### src/msre_pkg.sv
`timescale 1ns / 1ps
`default_nettype none
// ----------------------------------------------------------------------------
// msre_pkg
// shared constants, types and the cell visit-order mapping of the sprite
// rectangle expander
// ----------------------------------------------------------------------------
package msre_pkg;

  localparam int CellsPerSide    = 8;
  localparam int LastCell        = 7;
  localparam int NumCells        = CellsPerSide * CellsPerSide;
  localparam int CellIdxW        = $clog2(NumCells);
  localparam int ColW            = $clog2(CellsPerSide);
  localparam int DefaultMaxScale = 16;
  localparam int ScaleW          = 5;
  localparam int CoordInW        = 12;
  localparam int CoordOutW       = 13;
  localparam int ColorW          = 24;

  typedef enum logic [1:0] {
    ORIENT_NORMAL  = 2'd0,
    ORIENT_FLIPPED = 2'd1,
    ORIENT_ROT90   = 2'd2,
    ORIENT_ROT270  = 2'd3
  } orient_t;

  typedef struct packed {
    logic load;
    logic step;
  } shift_ctrl_t;

  typedef struct packed {
    logic cur_bit;
    logic more_set;
  } shift_stat_t;

  // bit k of the result is the sprite bit of the k-th visited cell
  function automatic logic [NumCells-1:0] visit_order(input logic [NumCells-1:0] bits,
                                                      input orient_t o);
    logic [NumCells-1:0] res;
    int idx;
    res = '0;
    for (int r = 0; r < CellsPerSide; r++) begin
      for (int c = 0; c < CellsPerSide; c++) begin
        case (o)
          ORIENT_NORMAL:  idx = (LastCell - r) * CellsPerSide + (LastCell - c);
          ORIENT_FLIPPED: idx = r * CellsPerSide + c;
          ORIENT_ROT90:   idx = (LastCell - c) * CellsPerSide + r;
          ORIENT_ROT270:  idx = c * CellsPerSide + (LastCell - r);
          default:        idx = 0;
        endcase
        res[r * CellsPerSide + c] = bits[idx[CellIdxW-1:0]];
      end
    end
    return res;
  endfunction

endpackage
`default_nettype wire

### src/msre_cell_shifter.sv
`timescale 1ns / 1ps
`default_nettype none
// ----------------------------------------------------------------------------
// msre_cell_shifter
// bitmap shift register in visit order, one cell bit out per step
// ----------------------------------------------------------------------------
module msre_cell_shifter (
  input  logic                              clk,
  input  logic [msre_pkg::NumCells-1:0]     sprite_bits,
  input  msre_pkg::orient_t                 orient,
  input  msre_pkg::shift_ctrl_t             ctrl,
  output msre_pkg::shift_stat_t             stat
);
  import msre_pkg::*;

  logic [NumCells-1:0] cells;

  always_ff @(posedge clk) begin
    if (ctrl.load) begin
      cells <= visit_order(sprite_bits, orient);
    end else if (ctrl.step) begin
      cells <= {1'b0, cells[NumCells-1:1]};
    end
  end

  // current cell sits at bit 0, later cells above it
  assign stat.cur_bit  = cells[0];
  assign stat.more_set = |cells[NumCells-1:1];

endmodule
`default_nettype wire

### src/mono_sprite_rect_expander_unit.sv
`timescale 1ns / 1ps
`default_nettype none
// ----------------------------------------------------------------------------
// mono_sprite_rect_expander_unit
// expands one 8x8 one-bit sprite into square fill commands
// ----------------------------------------------------------------------------
// usage
//   input channel (in_valid / in_stall): one sprite per transaction, carrying
//   origin, cell scale, two colours, the 64-bit bitmap, orientation and the
//   see-through flag. in_stall is high while a sprite is being walked.
//   output channel (out_valid / out_stall): one square per transaction, the
//   final square of a sprite flagged by is_last.
//   the cells are visited one per cycle while the receiver does not stall,
//   row by row then column by column, through a 64-bit shift register loaded
//   in visit order; a walk covers all 64 cells, fewer in see-through mode
//   (the walk ends after the last set cell). once the walk has started, the
//   first square is registered in the output register. an empty sprite in
//   see-through mode is taken and gives no squares. the next sprite is taken
//   in the idle state after the walk ends, while the last square may still
//   sit in the output register.
//   a stalled receiver freezes the walk: the output register holds its
//   square and the cell walker waits until it is free.
//   reset (rst, synchronous) returns to idle and drops any pending square.
// ----------------------------------------------------------------------------
module mono_sprite_rect_expander_unit #(
  parameter int MAX_SCALE = msre_pkg::DefaultMaxScale
) (
  input  logic                                clk,
  input  logic                                rst,
  // sprite input channel
  input  logic                                in_valid,
  output logic                                in_stall,
  input  logic [msre_pkg::CoordInW-1:0]       origin_x,
  input  logic [msre_pkg::CoordInW-1:0]       origin_y,
  input  logic [msre_pkg::ScaleW-1:0]         cell_scale,
  input  logic [msre_pkg::ColorW-1:0]         fore_color,
  input  logic [msre_pkg::ColorW-1:0]         back_color,
  input  logic [msre_pkg::NumCells-1:0]       sprite_bits,
  input  logic [1:0]                          orient,
  input  logic                                see_through,
  // square output channel
  output logic                                out_valid,
  input  logic                                out_stall,
  output logic [msre_pkg::CoordOutW-1:0]      rect_x,
  output logic [msre_pkg::CoordOutW-1:0]      rect_y,
  output logic [msre_pkg::ScaleW-1:0]         rect_side,
  output logic [msre_pkg::ColorW-1:0]         rect_color,
  output logic                                is_last
);
  import msre_pkg::*;

  typedef enum logic [1:0] {
    ST_IDLE = 2'b01,
    ST_WALK = 2'b10
  } state_t;

  state_t               state;
  state_t               state_next;
  logic [CellIdxW-1:0]  cnt;
  logic [CoordInW-1:0]  base_x;
  logic [CoordOutW-1:0] pos_x;
  logic [CoordOutW-1:0] pos_y;
  logic [ScaleW-1:0]    side;
  logic [ColorW-1:0]    fore;
  logic [ColorW-1:0]    back;
  logic                 see;

  logic [ScaleW-1:0]    side_in;
  logic                 in_fire;
  logic                 sprite_empty;
  logic                 step;
  logic                 emit;
  logic                 last_cell;
  logic                 walk_done;
  logic                 row_end;
  shift_ctrl_t          sh_ctrl;
  shift_stat_t          sh_stat;

  // scale of zero acts as one, large scales saturate
  always_comb begin
    if (cell_scale == '0) begin
      side_in = ScaleW'(1);
    end else if (int'(cell_scale) > MAX_SCALE) begin
      side_in = ScaleW'(MAX_SCALE);
    end else begin
      side_in = cell_scale;
    end
  end

  assign in_stall     = (state == ST_WALK);
  assign in_fire      = in_valid && !in_stall;
  assign sprite_empty = see_through && (sprite_bits == '0);

  // walker advances one cell when the output register can take a square
  assign step      = (state == ST_WALK) && (!out_valid || !out_stall);
  assign emit      = sh_stat.cur_bit || !see;
  assign last_cell = (cnt == CellIdxW'(NumCells - 1));
  assign row_end   = (cnt[ColW-1:0] == ColW'(LastCell));
  // see-through walk ends once no set cell is left
  assign walk_done = last_cell || (see && !sh_stat.more_set);

  assign sh_ctrl.load = in_fire;
  assign sh_ctrl.step = step;

  msre_cell_shifter u_shifter (
    .clk         (clk),
    .sprite_bits (sprite_bits),
    .orient      (orient_t'(orient)),
    .ctrl        (sh_ctrl),
    .stat        (sh_stat)
  );

  always_comb begin
    state_next = state;
    case (state)
      ST_IDLE: begin
        if (in_fire && !sprite_empty) begin
          state_next = ST_WALK;
        end
      end
      ST_WALK: begin
        if (step && walk_done) begin
          state_next = ST_IDLE;
        end
      end
      default: state_next = ST_IDLE;
    endcase
  end

  always_ff @(posedge clk) begin
    if (rst) begin
      state <= ST_IDLE;
    end else begin
      state <= state_next;
    end
  end

  // sprite context and running cell position
  always_ff @(posedge clk) begin
    if (in_fire) begin
      base_x <= origin_x;
      pos_x  <= {1'b0, origin_x};
      pos_y  <= {1'b0, origin_y};
      side   <= side_in;
      fore   <= fore_color;
      back   <= back_color;
      see    <= see_through;
      cnt    <= '0;
    end else if (step) begin
      cnt <= cnt + CellIdxW'(1);
      if (row_end) begin
        pos_x <= {1'b0, base_x};
        pos_y <= pos_y + CoordOutW'(side);
      end else begin
        pos_x <= pos_x + CoordOutW'(side);
      end
    end
  end

  // output register
  always_ff @(posedge clk) begin
    if (rst) begin
      out_valid <= 1'b0;
    end else if (step && emit) begin
      out_valid <= 1'b1;
    end else if (!out_stall) begin
      out_valid <= 1'b0;
    end
  end

  always_ff @(posedge clk) begin
    if (step && emit) begin
      rect_x     <= pos_x;
      rect_y     <= pos_y;
      rect_side  <= side;
      rect_color <= sh_stat.cur_bit ? fore : back;
      is_last    <= walk_done;
    end
  end

  // a sprite with something to draw starts a walk
  a_start_walk: assert property (@(posedge clk) disable iff (rst)
    in_fire && !sprite_empty |=> state == ST_WALK)
    else $error("sprite accepted but walk not started");

  // the square flagged last ends the walk
  a_last_ends: assert property (@(posedge clk) disable iff (rst)
    step && emit && walk_done |=> state == ST_IDLE && out_valid && is_last)
    else $error("last square did not end the walk");

  // no square is produced outside a walk
  a_no_stray: assert property (@(posedge clk) disable iff (rst)
    !out_valid && state == ST_IDLE |=> !out_valid)
    else $error("square produced while idle");

  // a waiting square is never overwritten by the walker
  a_hold: assert property (@(posedge clk) disable iff (rst)
    out_valid && out_stall |-> !step)
    else $error("walker advanced over a stalled square");

  a_side_nonzero: assert property (@(posedge clk) disable iff (rst)
    out_valid |-> rect_side != '0)
    else $error("square with zero side");

endmodule
`default_nettype wire

### config.mk
export PLATFORM = sky130hd
export DESIGN_NAME = mono_sprite_rect_expander_unit
export DESIGN_NICKNAME = d
export VERILOG_FILES = /design/src/msre_pkg.sv /design/src/msre_cell_shifter.sv /design/src/mono_sprite_rect_expander_unit.sv
export SDC_FILE = /design/constraint.sdc
export NUM_CORES = 1
export LEC_CHECK = 0
export BUFFER_PORTS_ARGS = -buffer_cell sky130_fd_sc_hd__buf_2
export CORE_UTILIZATION = 57
export DETAILED_ROUTE_END_ITERATION = 8
export PLACE_DENSITY = 0.81
export SLEW_MARGIN = 10
export SYNTH_ARGS = -nofsm -noshare
export SYNTH_HDL_FRONTEND = slang
export SYNTH_SLANG_ARGS = --single-unit
### constraint.sdc
create_clock -name clk -period 4.2 [get_ports clk]
set_input_delay 0.42 -clock clk [delete_from_list [all_inputs] [get_ports clk]]
set_output_delay 0.42 -clock clk [all_outputs]
set_load 0.02 [all_outputs]
* Yosys cells after proc, flatten, opt, wreduce, memory -nomap -nowiden
Index checks and enable logic that the tools add are counted.
** Operators by class
- Magnitude comparators :: 65
- Reduce and logical (&&, ||, !) cells :: 26
- Add/sub/neg operators :: 3
- Muxes and demuxes :: 271
- Equal/unequal tests :: 10
** Operator list (count)
- one-hot mux 6 bit (4 select lines) :: 64
- < comparator 6 x 7 -> 1 bit (second input constant) :: 64
- binary-select mux 1 bit (select 6 bit) :: 64
- two-way mux 6 bit :: 64
- two-way mux 64 bit :: 2
- two-way mux 1 bit :: 66
- zero test 64 bit :: 1
- OR reduction 63 bit :: 1
- two-way mux 12 bit :: 5
- adder 13 x 5 -> 13 bit :: 2
- two-way mux 24 bit :: 1
- two-way mux 13 bit :: 1
- logical AND 1 bit :: 7
- adder 6 x 1 -> 6 bit (second input constant) :: 1
- equality test 2 bit (second input constant) :: 3
- equality test 6 bit (second input constant) :: 1
- zero test 1 bit :: 6
- AND reduction 2 bit :: 3
- greater-than comparator 5 bit (second input constant) :: 1
- zero test 5 bit :: 1
- two-way mux 5 bit :: 1
- equality test 2 x 1 -> 1 bit (second input constant) :: 2
- two-way mux 2 bit :: 2
- inequality test 2 x 1 -> 1 bit (second input constant) :: 2
- 7 further kinds :: 10
** Word-level totals
- Register bits after elaboration :: 221
- Output and inout port bits :: 58
- Input port bits :: 148

* Depth between registers and ports, before layout
Gate-level depths: netlist of the first run.
- Depth in word-level cells :: 7
- Gate-level depth with buffers :: 12
- Gate-level depth less buffers :: 9

* Hierarchy
A second synthesis of the first run with hierarchy kept.
** Second synthesis, totals
- Cells, all modules :: 950
- Area, all modules :: 12585.8 um^2
** Modules (own cells, without submodules)
- mono_sprite_rect_expander_unit :: area an instance 6399.9 um^2, instances 1, cells each 426, seq. area each 4604.4 um^2
- msre_cell_shifter :: area an instance 6185.9 um^2, instances 1, cells each 524, seq. area each 1921.8 um^2

* Least setup slack after synthesis of the first run
Ideal clock, no wire load.
- Kind :: register to register
- Start :: register state[0]
- End :: register back[0], enable pin
- Cell stages (with the launch flop) :: 6
- Library setup time :: 456 ps
- Required time :: 3744 ps
- Data arrival time :: 2842 ps
- Path slack :: 902 ps
- Clock period less this slack :: 3298 ps
- Buffers on the path :: 2
- Cell sequence :: dfxtp_1 -> nand2b_4 -> nand2_1 -> clkinv_1 -> buf_2 -> buf_1
** On the way
- Word-level cells in the longest chain between the ends :: 3
** RTL lines
- start, declared :: line mono_sprite_rect_expander_unit.sv:57 : state_t state;
- start signal, assigned :: line mono_sprite_rect_expander_unit.sv:134 : state <= state_next;
- equality test 2 bit :: line mono_sprite_rect_expander_unit.sv:90 : assign in_stall = (state == ST_WALK);
- zero test 1 bit :: line mono_sprite_rect_expander_unit.sv:91 : assign in_fire = in_valid && !in_stall;
- logical AND 1 bit :: line mono_sprite_rect_expander_unit.sv:91
- named net in_fire :: line mono_sprite_rect_expander_unit.sv:69 : logic in_fire;
- end signal, assigned :: line mono_sprite_rect_expander_unit.sv:146 : back <= back_color;
- end, declared :: line mono_sprite_rect_expander_unit.sv:65 : logic [ColorW-1:0] back;
The timed path passes the listed nets, and every way through them passes these cells.
A chain may end at the register's enable or synchronous reset.

* Worst setup path in the final report of the first run
- Start :: register state[0]
- End :: register pos_x[11] (data pin)
** On the way
- Word-level cells in the longest chain between the ends :: 4
** RTL lines
- equality test 2 bit :: line mono_sprite_rect_expander_unit.sv:90
- zero test 1 bit :: line mono_sprite_rect_expander_unit.sv:91
- logical AND 1 bit :: line mono_sprite_rect_expander_unit.sv:91
- two-way mux 12 bit :: line mono_sprite_rect_expander_unit.sv:140 : if (in_fire) begin
- end signal, assigned :: line mono_sprite_rect_expander_unit.sv:142 : pos_x <= {1'b0, origin_x};
- end signal, assigned :: line mono_sprite_rect_expander_unit.sv:152 : pos_x <= {1'b0, base_x};
- end signal, assigned :: line mono_sprite_rect_expander_unit.sv:155 : pos_x <= pos_x + CoordOutW'(side);
- end, declared :: line mono_sprite_rect_expander_unit.sv:61 : logic [CoordOutW-1:0] pos_x;
No other way between the ends.

==> results of run 1 <==
## worst max-delay path: stages, from the launching register on
cell      delay, ns
dfxtp_1        0.33
nand2b_4       0.17
nand2_4        0.24
inv_4          0.47
buf_4          0.90
nor3b_1        0.10
mux2i_1        0.18
nand3_1        0.09
## stage by stage
stage | setup WS (ns) | area [sq um]
global placement | 1.02 | 13600
finish | 1.39 | 14400
global route | 1.15 | 14400
CTS | 1.38 | 14400
detailed placement | 0.989 | 13600
floorplan | 0.902 | 12500
## registers in the layout, indices dropped and copies added, names as in the netlist, 6 cells and up
name,cells
u_shifter.cells,64
pos_y,13
rect_color,24
rect_x,13
fore,24
back,24
base_x,12
rect_y,13
pos_x,13
cnt,6
## cells by family after synthesis
family / count (synthesis)
AO/OA/AOI/OAI: 144
XOR/XNOR: 17
adder cells (fa/ha/maj): 20
AND/OR/NAND/NOR: 255
buffers and inverters: 93
multiplexers: 168
flip-flops: 221
## metal layers
layer / GRT usage / share of wire / wire, um / vias to the layer above
met5: 0 / 0 / 0 / -
li1: - / - / - / 3967
met4: 0.112 / 0.041 / 1300 / 0
met3: 0.0664 / 0.12 / 3950 / 116
met2: 0.458 / 0.48 / 15100 / 683
met1: 0.371 / 0.36 / 11300 / 4346
## area by class of cell
class,count,area (sq um)
clock buffer,30,644
fill,1496,6930
multi-input combinational,604,5500
clock inverter,13,86.3
timing repair buffer,221,1170
tap,275,344
sequential,221,6530
inverter,19,76.3
antenna,1,2.50
## cell usage after synthesis (5+ instances only)
cell	count
o22ai_1	6
nand4_1	10
nor4_1	31
edfxtp_1	210
mux4_2	99
nand3_1	5
buf_2	12
a21o_1	5
o21ai_1	35
ha_1	18
mux2_2	24
a31oi_1	12
a21oi_1	32
inv_1	17
clkbuf_1	29
nor2_1	38
xor2_1	14
dfxtp_1	11
buf_6	8
buf_1	7
and3_1	10
mux2i_1	41
nor3_1	6
o21ai_0	28
nand2_1	127
buf_4	17
## power by group
| group | switching, mW | leakage [nW] | internal (mW) |
|---|---|---|---|
| clock | 0.811 | 0.351 | 1.14 |
| combinational | 0.559 | 2.99 | 0.472 |
| sequential | 0.0947 | 2.10 | 2.62 |
| total | 1.46 | 5.45 | 4.24 |
## path summary, 6_finish.rpt
path                            depth (start not counted)   endpoint            from  slack [ns]
worst max-delay path                                    7  pos_x[11]        state[0]        1.39
worst min-delay path                                    1   back[19]  back_color[19]        0.11
worst max register to register                          7  pos_x[11]        state[0]        1.39
worst min register to register                          0  rect_y[0]        pos_y[0]        0.46
==> summary.txt, run 1 <==
Final layout
  – Share of layout cells above drive strength 1: 0.350
  – Commonest cells after routing, fill and taps aside: edfxtp_1 (210), buf_2 (205), nand2_1 (126), mux4_2 (99), mux2i_1 (41)
  – Layout Nets: around 1.3k
  – Post-Layout Cell Count: approximately 1.4k
  – Final core utilization: 0.674
  – Layout area overhead: 14.7%
  – Most common cell after layout, fill and taps aside: edfxtp_1

Die
  – I/O pin count: 206
  – Initial core utilization: 0.588
  – Std-Cell Rows: 53
  – Core area: between 20000 and 25000 sq um
  – Die area: around 23000 sq um
  – Die Ht: between 150 and 200 um
  – Die width: approximately 150 um

GRT
  – GRT Residual Overflow: 0
  – Pin count of the biggest net entering global routing: 95
  – Initial antenna violation count: 1
  – First-pass GRT wire length: roughly 48000 um
  – Vias in the first global route: just under 9k
  – Gr usage total: 0.283

Worst setup path
  – WP data required: roughly 4.4 ns
  – CP Max Fanout: 94
  – Crit end category: flip-flop
  – WS Path Type: flip-flop to flip-flop
  – WP data arrival: 3.04 ns
  – Startpoint types: flip-flop

Status
  – Status: completed

Clock tree
  – CTS resizes: 0
  – Clk root buf: clkbuf_16
  – Total CTS buffers: 24
  – Clock transition at path regs: approximately 0.06 ns
  – Bufs on Longest Clock Path: 3
  – Post-CTS Setup Repair Bufs: 0
  – Hold Buf Count CTS: 0
  – Clk Latency, worst-skew pair: between 0.5 and 0.6 ns
  – Sink Count: between 200 and 250
  – CTS tree: done
  – Total number of H-tree levels: 1

Power
  – Pwr Total: between 5 and 6 mW
  – Peak supply drop: between 0.0003 and 0.0004 V
  – Power per cell area: between 300 and 400 nW/um^2
  – Leakage: between 5 and 6 nW

Logic synthesis
  – Synth top area share: 0.504
  – Yosys reg bits: approximately 220
  – Synth Area in XOR/XNOR: 0.0119
  – Mapped Nets: ~1.1k
  – Compound-gate portion of the synthesized area: 0.0685
  – Synth top area cells: edfxtp_1 (50%), mux4_2 (18%), nand2_1 (3.8%), mux2i_1 (3.3%), mux2_2 (2.2%)
  – Asr flop ratio synth: 0
  – Mean Syn Cell Area: about 14 sq um
  – Synth Instances: approximately 920
  – Multiplexer share of the synthesized area: 0.241
  – Warnings, synthesis: 0
  – Post-synthesis simple-gate area fraction: 0.0957
  – Synth cell types: a little under 60
  – Number of synthesized flops with an enable pin: between 200 and 250
  – Most used DFF post-synth: edfxtp_1
  – Sequential fraction of the synthesis area: 0.522
  – Area leader, netlist: edfxtp_1
  – Largest family of logic cells by synthesized area: multiplexers
  – Synth Cell Area: 12500 sq um
  – Post-Synth Adder-Cell Area: 0.0212

Min path
  – Hold Crit Class: input port to flip-flop

STA
  – Pins Over Slew Limit: 0
  – Final Hold Slack: ~0.11 ns
  – Final hold vios: 0
  – Final setup vio count: 0
  – Final min period: roughly 2.8 ns
  – RSZ-0062 raised after global routing: false
  – Period utilization: 0.669
  – Clock Skew: approximately 0.028 ns
  – Relative slew margins: 0.270
  – Setup_tns: 0 ns
  – Measured slew at the worst slew-check pin: around 1.1 ns
  – Fmax: about 360 MHz

Run
  – Max cap viols: 0

Detailed routing
  – DRT iter0 DRCs: 995
  – DRC violations left: 0
  – Routed via count: slightly above 9k
  – Initial DRT Pass Iterations: 6
  – Vias per cell: roughly 6.6
  – Antenna-violating nets left: 0
  – DR WL/cell: approximately 23 um
  – Detailed Route WL: roughly 32000 um

Placed design
  – GPL Wtd Cong: 0.944
  – Detail Placement HPWL: 21400 um
  – Inst Count DP: roughly 1.3k
  – Port bufs: approximately 200
Note: power is estimated with default switching activity, not from simulation.
==> run 2: changes to the inputs <==
==> constraint.sdc (replaced) <==
create_clock -name clk -period 2.9 [get_ports clk]
set_input_delay 0.29 -clock clk [delete_from_list [all_inputs] [get_ports clk]]
set_output_delay 0.29 -clock clk [all_outputs]
set_load 0.02 [all_outputs]
==> run 2 against run 1 <==
Compared with the run above: via count is 3.2% higher; critical path depth is 2 higher; non-clock buffer count is 64 higher; register-to-register slack worse by 0.88 ns; worst setup slack worse by 0.88 ns; power is 51% higher; routed wire length is 7.6% higher; final area is 5.3% higher; clock power is 56% higher; global-route usage is 2.4 points higher; worst hold slack worse by 0.089 ns; critical path type unchanged.
==> summary.txt, run 2 (synthesis results as in run 1) <==
Status
  – Status: completed

Final layout
  – Most common cell after layout, fill and taps aside: edfxtp_1
  – Final core utilization: 0.710
  – Commonest cells after routing, fill and taps aside: edfxtp_1 (210), buf_2 (205), nand2_1 (126), mux4_2 (99), dlygate4sd3_1 (61)
  – Layout Nets: 1322
  – Largest register FFs: 64
  – Share of layout cells above drive strength 1: 0.335
  – Layout area overhead: 20.8%
  – Largest reg by FF count: u_shifter.cells
  – Final instance area: between 15000 and 20000 sq um

Detailed routing
  – Routed via count: between 9k and 10k
  – Detailed Route WL: ~34000 um
  – DR WL/cell: 23.5 um
  – Antenna-violating nets left: 0
  – Initial DRT Pass Iterations: 5
  – DRC violations left: 0
  – Vias per cell: between 6 and 7
  – DRT iter0 DRCs: 1036

Run
  – Max cap viols: 0

Clock tree
  – Bufs on Longest Clock Path: 3
  – Clk Latency, worst-skew pair: approximately 0.5 ns
  – Total number of H-tree levels: 1
  – Sink Count: 221
  – Hold Buf Count CTS: 58
  – Clk root buf: clkbuf_16
  – CTS tree: done
  – CTS resizes: 0
  – Post-CTS Setup Repair Bufs: 0
  – Total CTS buffers: 23
  – Clock transition at path regs: roughly 0.06 ns

GRT
  – First-pass GRT wire length: approximately 52000 um
  – Initial antenna violation count: 2
  – Met2 Track Usage GR: 0.503
  – Gr usage total: 0.307
  – Met3 Track Usage GR: 0.0752
  – Vias in the first global route: slightly above 9k
  – Pin count of the biggest net entering global routing: 135
  – Busiest grt layer: met2
  – GRT Residual Overflow: 0
  – Met1 usage: 0.400

STA
  – Setup_tns: 0 ns
  – Relative slew margins: 0.560
  – Clock Skew: approximately 0.014 ns
  – Final setup vio count: 0
  – Measured slew at the worst slew-check pin: around 0.66 ns
  – Final critical-path setup slack: between 0.5 and 0.6 ns
  – RSZ-0062 raised after global routing: false
  – Pins Over Slew Limit: 0
  – Final Hold Slack: between 0.015 and 0.02 ns
  – Fmax: about 420 MHz
  – Final hold vios: 0
  – Final min period: approximately 2.4 ns
  – Period utilization: 0.824

Placed design
  – Port bufs: about 200
  – GPL Wtd Cong: 0.928
  – Pre-CTS WS: approximately 0.31 ns
  – Detail Placement HPWL: about 22000 um
  – Area after DPL: 13700 sq um

Die
  – Die width: ~150 um
  – Die Ht: ~150 um
  – Core area: approximately 21000 sq um
  – Die area: ~23000 sq um
  – I/O pin count: about 210
  – Std-Cell Rows: 53
  – Initial core utilization: 0.588

Worst setup path
  – CP Max Fanout: 5
  – Reg2Reg Setup Slack: between 0.5 and 0.6 ns
  – Crit end category: flip-flop
  – Startpoint types: flip-flop
  – Critical path capture point: pos_x[10]
  – WP data arrival: ~2.6 ns
  – RR Startpoint: side[0]
  – WP data required: around 3.2 ns
  – Critical Path Start: side[0]
  – WS Path Type: flip-flop to flip-flop
  – Worst R2R End: pos_x[10]
  – FF-to-FF path depth: 9

Power
  – Power per cell area: ~570 nW/um^2
  – Peak supply drop: 0.000363 V
  – Leakage: between 5 and 6 nW

Min path
  – Hold Crit Class: input port to flip-flop
run 2: cell types whose count changed in the layout (fill, tap and decap cells not counted), sizes merged, moves of 2 or more:
cell,previous run,this run
clkinvlp,2,0
inv,19,21
bufinv,1,4
buf,221,224
clkbuf,30,25
dlygate4sd3,0,61
run 2: worst min-delay path by stage:
stage / start / end / slack [ns] / cells after the start
3_5_place_dp: pos_x[12] / rect_x[12] / 0.45 / 0
6_report: origin_x[3] / base_x[3] / 0.02 / 1
3_3_place_gp: pos_x[2] / rect_x[2] / 0.44 / 0
4_1_cts: origin_x[11] / base_x[11] / 0.001 / 1
5_1_grt: origin_x[3] / base_x[3] / 0.0005 / 1
2_1_floorplan: rst / out_valid / 0.36 / 1
run 2: layout make-up:
type	count	area [sq um]
Sequential cell	221	6530
Fill cell	1380	6180
Antenna cell	2	5.00
Inverter	19	76.3
Tap cell	275	344
Multi-Input combinational cell	604	5500
Clock inverter	17	193
Clock buffer	25	583
Timing Repair Buffer	285	1880
run 2: power breakdown:
group,switching [mW],internal [mW],total [mW]
logic,0.846,0.753,1.60
clock network,1.23,1.82,3.05
registers,0.146,3.80,3.94
run 2: worst max-delay path, stage by stage, from the launching register on:
cell      delay (ns)
edfxtp_1        0.41
ha_1            0.19
inv_1           0.05
fa_1            0.39
nor2b_1         0.15
o21ai_0         0.12
a21boi_1        0.37
o21ai_0         0.16
xor2_1          0.18
o21ai_1         0.10
run 2: metal layers:
layer	wire length, um	part of all wire
met1	12300	0.36
met2	16300	0.48
met3	4290	0.13
met4	1070	0.032
met5	0	0
run 2: per-stage QoR:
| stage | std cells | power (mW) |
|---|---|---|
| floorplan | 918 | 5.02 |
| global placement | 1343 | 5.45 |
| detailed placement | 1343 | 5.50 |
| CTS | 1443 | 8.56 |
| global route | 1447 | 8.87 |
| finish | 1448 | 8.59 |
